$ cat config.mk
export PLATFORM = sky130hd
export DESIGN_NAME = xtnc_ram
export DESIGN_NICKNAME = d
export VERILOG_FILES = /design/src/rtl/core/xtnc_ram.sv
export SDC_FILE = /design/constraint.sdc
export NUM_CORES = 1
export LEC_CHECK = 0
export BUFFER_PORTS_ARGS = -buffer_cell sky130_fd_sc_hd__buf_2
export CELL_PAD_IN_SITES_DETAIL_PLACEMENT = 1
export CELL_PAD_IN_SITES_GLOBAL_PLACEMENT = 1
export CORE_UTILIZATION = 53
export DETAILED_ROUTE_END_ITERATION = 7
export GPL_ROUTABILITY_DRIVEN = 0
export PLACE_DENSITY = 0.8
export SLEW_MARGIN = 15
export SYNTH_ARGS = -nofsm -noshare
export SYNTH_HDL_FRONTEND = slang
export SYNTH_SLANG_ARGS = --single-unit
$ cat constraint.sdc
create_clock -name clk -period 1.9 [get_ports clk]
set_input_delay 0.095 -clock clk [delete_from_list [all_inputs] [get_ports clk]]
set_output_delay 0.095 -clock clk [all_outputs]
set_load 0.02 [all_outputs]
$ cat src/rtl/core/xtnc_ram.sv
module xtnc_ram
#(
    parameter int WIDTH = 8,
    parameter int DEPTH = 16,
    localparam int AW = (DEPTH > 1) ? $clog2(DEPTH) : 1
)
(
    input  logic             clk,
    input  logic             wr_en,
    input  logic [AW-1:0]    wr_addr,
    input  logic [WIDTH-1:0] wr_data,
    input  logic [AW-1:0]    rd_addr,
    output logic [WIDTH-1:0] rd_data
);

    logic [WIDTH-1:0] mem [DEPTH];
    logic [WIDTH-1:0] rd_data_reg;

    // Write port
    always_ff @(posedge clk)
    begin
        if (wr_en)
        begin
            mem[wr_addr] <= wr_data;
        end
    end

    // Registered read port, read before write
    always_ff @(posedge clk)
    begin
        rd_data_reg <= mem[rd_addr];
    end

    assign rd_data = rd_data_reg;

endmodule
==> results.json <==
{
  "status": "completed",
  "setup_violations": 0,
  "areaGrowthSynthToFinish_pct": 20.7,
  "clk_latency_ns": 0.51,
  "irDropWorstVdd_mv": 0.776,
  "fin_skew_ns": 0.00684,
  "grt_max_degree": 33,
  "ys_types": 19,
  "setup_ws_ns": 0.499,
  "slew_violations": 0,
  "antenna_found_initial": 0,
  "drt_pre_antenna_iters": 4,
  "fmax_ghz": 0.714,
  "clock_sinks": 136,
  "die_h_um": 101,
  "synth_nets": 247,
  "critical_path.max_fanout": 1,
  "ys_ff_latch": 136,
  "grt.overflow.total": 0,
  "place_hpwl_mm": 6.51,
  "dieWidth_um": 101,
  "grt_use_total_pct": 23.9,
  "yosysSeqAreaShare_pct": 77.8,
  "root_buffer": "clkbuf_8",
  "startpoint_type": "flip-flop",
  "finalHoldViolCount": 0,
  "cp-end-kind": "flip-flop",
  "grt_setup_unrepaired": "no",
  "instances_no_fill": 434,
  "drtIter0Drc": 158,
  "clk_path_buf_depth": 2,
  "antenna_cells": 0,
  "grt_pass1_wl_mm": 16.6,
  "max-cap-violations": 0,
  "syn_area_um2": 5150,
  "grt_pass1_vias": 2775,
  "synth_warnings": 0,
  "slew_headroom_pct": 72.9,
  "pre_cts_slack_ns": 0.284,
  "cts_made_buffers": 17,
  "cts_tree": "done",
  "p_leak_nw": 2.13,
  "fp.coreArea_um2": 9330,
  "period_needed_ns": 1.40,
  "core.rowCount": 35,
  "drc": 0,
  "hp-class": "input port to flip-flop",
  "final_nets": 310,
  "path_class": "flip-flop to flip-flop",
  "fin_crit_sh_pct": 73.7,
  "clkTransAtPathRegs_ns": 0.06,
  "critPathArrivalTime_ns": 1.80,
  "postRouteAntennaNets": 0,
  "avgRoutedWirePerCell_um": 25.2,
  "largest_reg_flops": 128,
  "worstPathRequired_ns": 2.29,
  "h-tree-depth": 4,
  "syn-instance-count": 229,
  "drt_wl_total_mm": 10.9,
  "vias_per_cell": 5.84,
  "io_pins": 26,
  "fp.dieArea_um2": 10100,
  "num-fill-cells": 774,
  "avgSynthCellArea_um2": 22.5,
  "io_buffers": 25,
  "setup_tns_ns": 0,
  "tightest_slew_ns": 0.407,
  "placed_cells": 394,
  "dr_total_vias": 2534,
  "drive_gt1_share_pct": 31.1,
  "powerDensity_nw_per_um2": 1140,
  "start_util_pct": 55.2
}
==> Yosys cell counts <==
| master | n | share of area, % |
|---|---|---|
| nor3_1 | 4 | 0.39 |
| nand3_1 | 1 | 0.097 |
| edfxtp_1 | 128 | 75 |
| or3b_2 | 1 | 0.17 |
| nand3b_1 | 2 | 0.29 |
| nor2b_1 | 1 | 0.12 |
| buf_2 | 3 | 0.29 |
| dfxtp_1 | 8 | 3.1 |
| and2b_1 | 1 | 0.15 |
| buf_4 | 1 | 0.15 |
| nor2_1 | 13 | 0.95 |
| clkdlybuf4s25_2 | 3 | 0.58 |
| and2_1 | 1 | 0.12 |
| a22oi_1 | 16 | 2.3 |
| nand2b_1 | 2 | 0.24 |
| buf_6 | 3 | 0.66 |
| mux4_1 | 14 | 7.1 |
| mux4_2 | 18 | 7.9 |
| nand2_1 | 9 | 0.66 |
==> power by group <==
group | internal, W | switching, W
registers | 0.00335 | 0.0000191
logic | 0.000149 | 0.000207
clock network | 0.00212 | 0.00123
total | 0.00563 | 0.00146
==> per-stage QoR <==
stage               power (W)  utilization, %  cell area [um2]  hold WS, ns
global placement      0.00375            59.3             5530        0.471
detailed placement    0.00377            59.3             5530        0.494
global route          0.00724            66.6             6210        0.186
CTS                   0.00713            66.6             6210        0.158
finish                0.00709            66.6             6210        0.178
floorplan             0.00363               -             5150        0.194
==> cell type report <==
class	instances	area [um2]	share of cell area, %
Clock buffer	19	422	6.79
Tap cell	129	161	2.60
Sequential cell	136	4000	64.4
Multi-Input combinational cell	83	1060	17.0
Timing Repair Buffer	54	388	6.24
Clock inverter	13	181	2.92
==> routing by layer <==
| layer | wire length, um | part of all wire (%) | up-vias | GRT usage (%) |
|---|---|---|---|---|
| met5 | 0 | 0 | - | 0 |
| met4 | 213 | 2.0 | 0 | 10.4 |
| met3 | 423 | 3.9 | 22 | 4.79 |
| met2 | 5460 | 50 | 89 | 38.7 |
| met1 | 4820 | 44 | 1324 | 32.0 |
| li1 | - | - | 1099 | - |
==> critical path, stage by stage (launching register included) <==
cell,delay (ns)
edfxtp_1,0.39
mux4_1,0.52
a22oi_1,0.29
nand2_1,0.08
==> what timing repair did <==
item | CTS | global route
hold buffers | 8 | 0
setup buffers | 0 | 0
resized for setup | 0 | 0
endpoints found under the hold margin | 128 | 0
==> placed cells by master (no fill, tap or decap) <==
master,count
nand2b_1,2
dfxtp_1,8
clkinv_4,1
and2b_1,1
edfxtp_1,128
bufinv_16,4
clkinvlp_4,5
clkinv_2,3
buf_12,2
nand3b_1,2
clkbuf_16,16
mux4_2,18
or3b_2,1
mux4_1,14
a22oi_1,16
dlygate4sd3_1,8
nand3_1,1
buf_4,19
clkbuf_8,1
nor3_1,4
buf_2,25
nor2_1,13
nand2_1,9
nor2b_1,1
and2_1,1
clkbuf_1,2
==> final timing paths <==
kind              startpoint         end  slack (ns)  cells past startpoint
hold / removal    wr_addr[0]   mem[4][7]        0.18                      3
setup / recovery   mem[0][1]  rd_data[1]        0.50                      3
setup reg to reg   mem[0][1]  rd_data[1]        0.50                      3
hold reg to reg   mem[14][2]  rd_data[2]        0.67                      3
==> kinds of logic (layout without fill, tap and decap cells) <==
family / after synthesis / after routing / synth area share [%]
AND/OR/NAND/NOR: 35 / 35 / 3.18
buffers and inverters: 10 / 86 / 1.68
AO/OA/AOI/OAI: 16 / 16 / 2.33
multiplexers: 32 / 32 / 15.0
flip-flops: 136 / 136 / 77.8
Note: power is estimated with default switching activity, not from simulation.
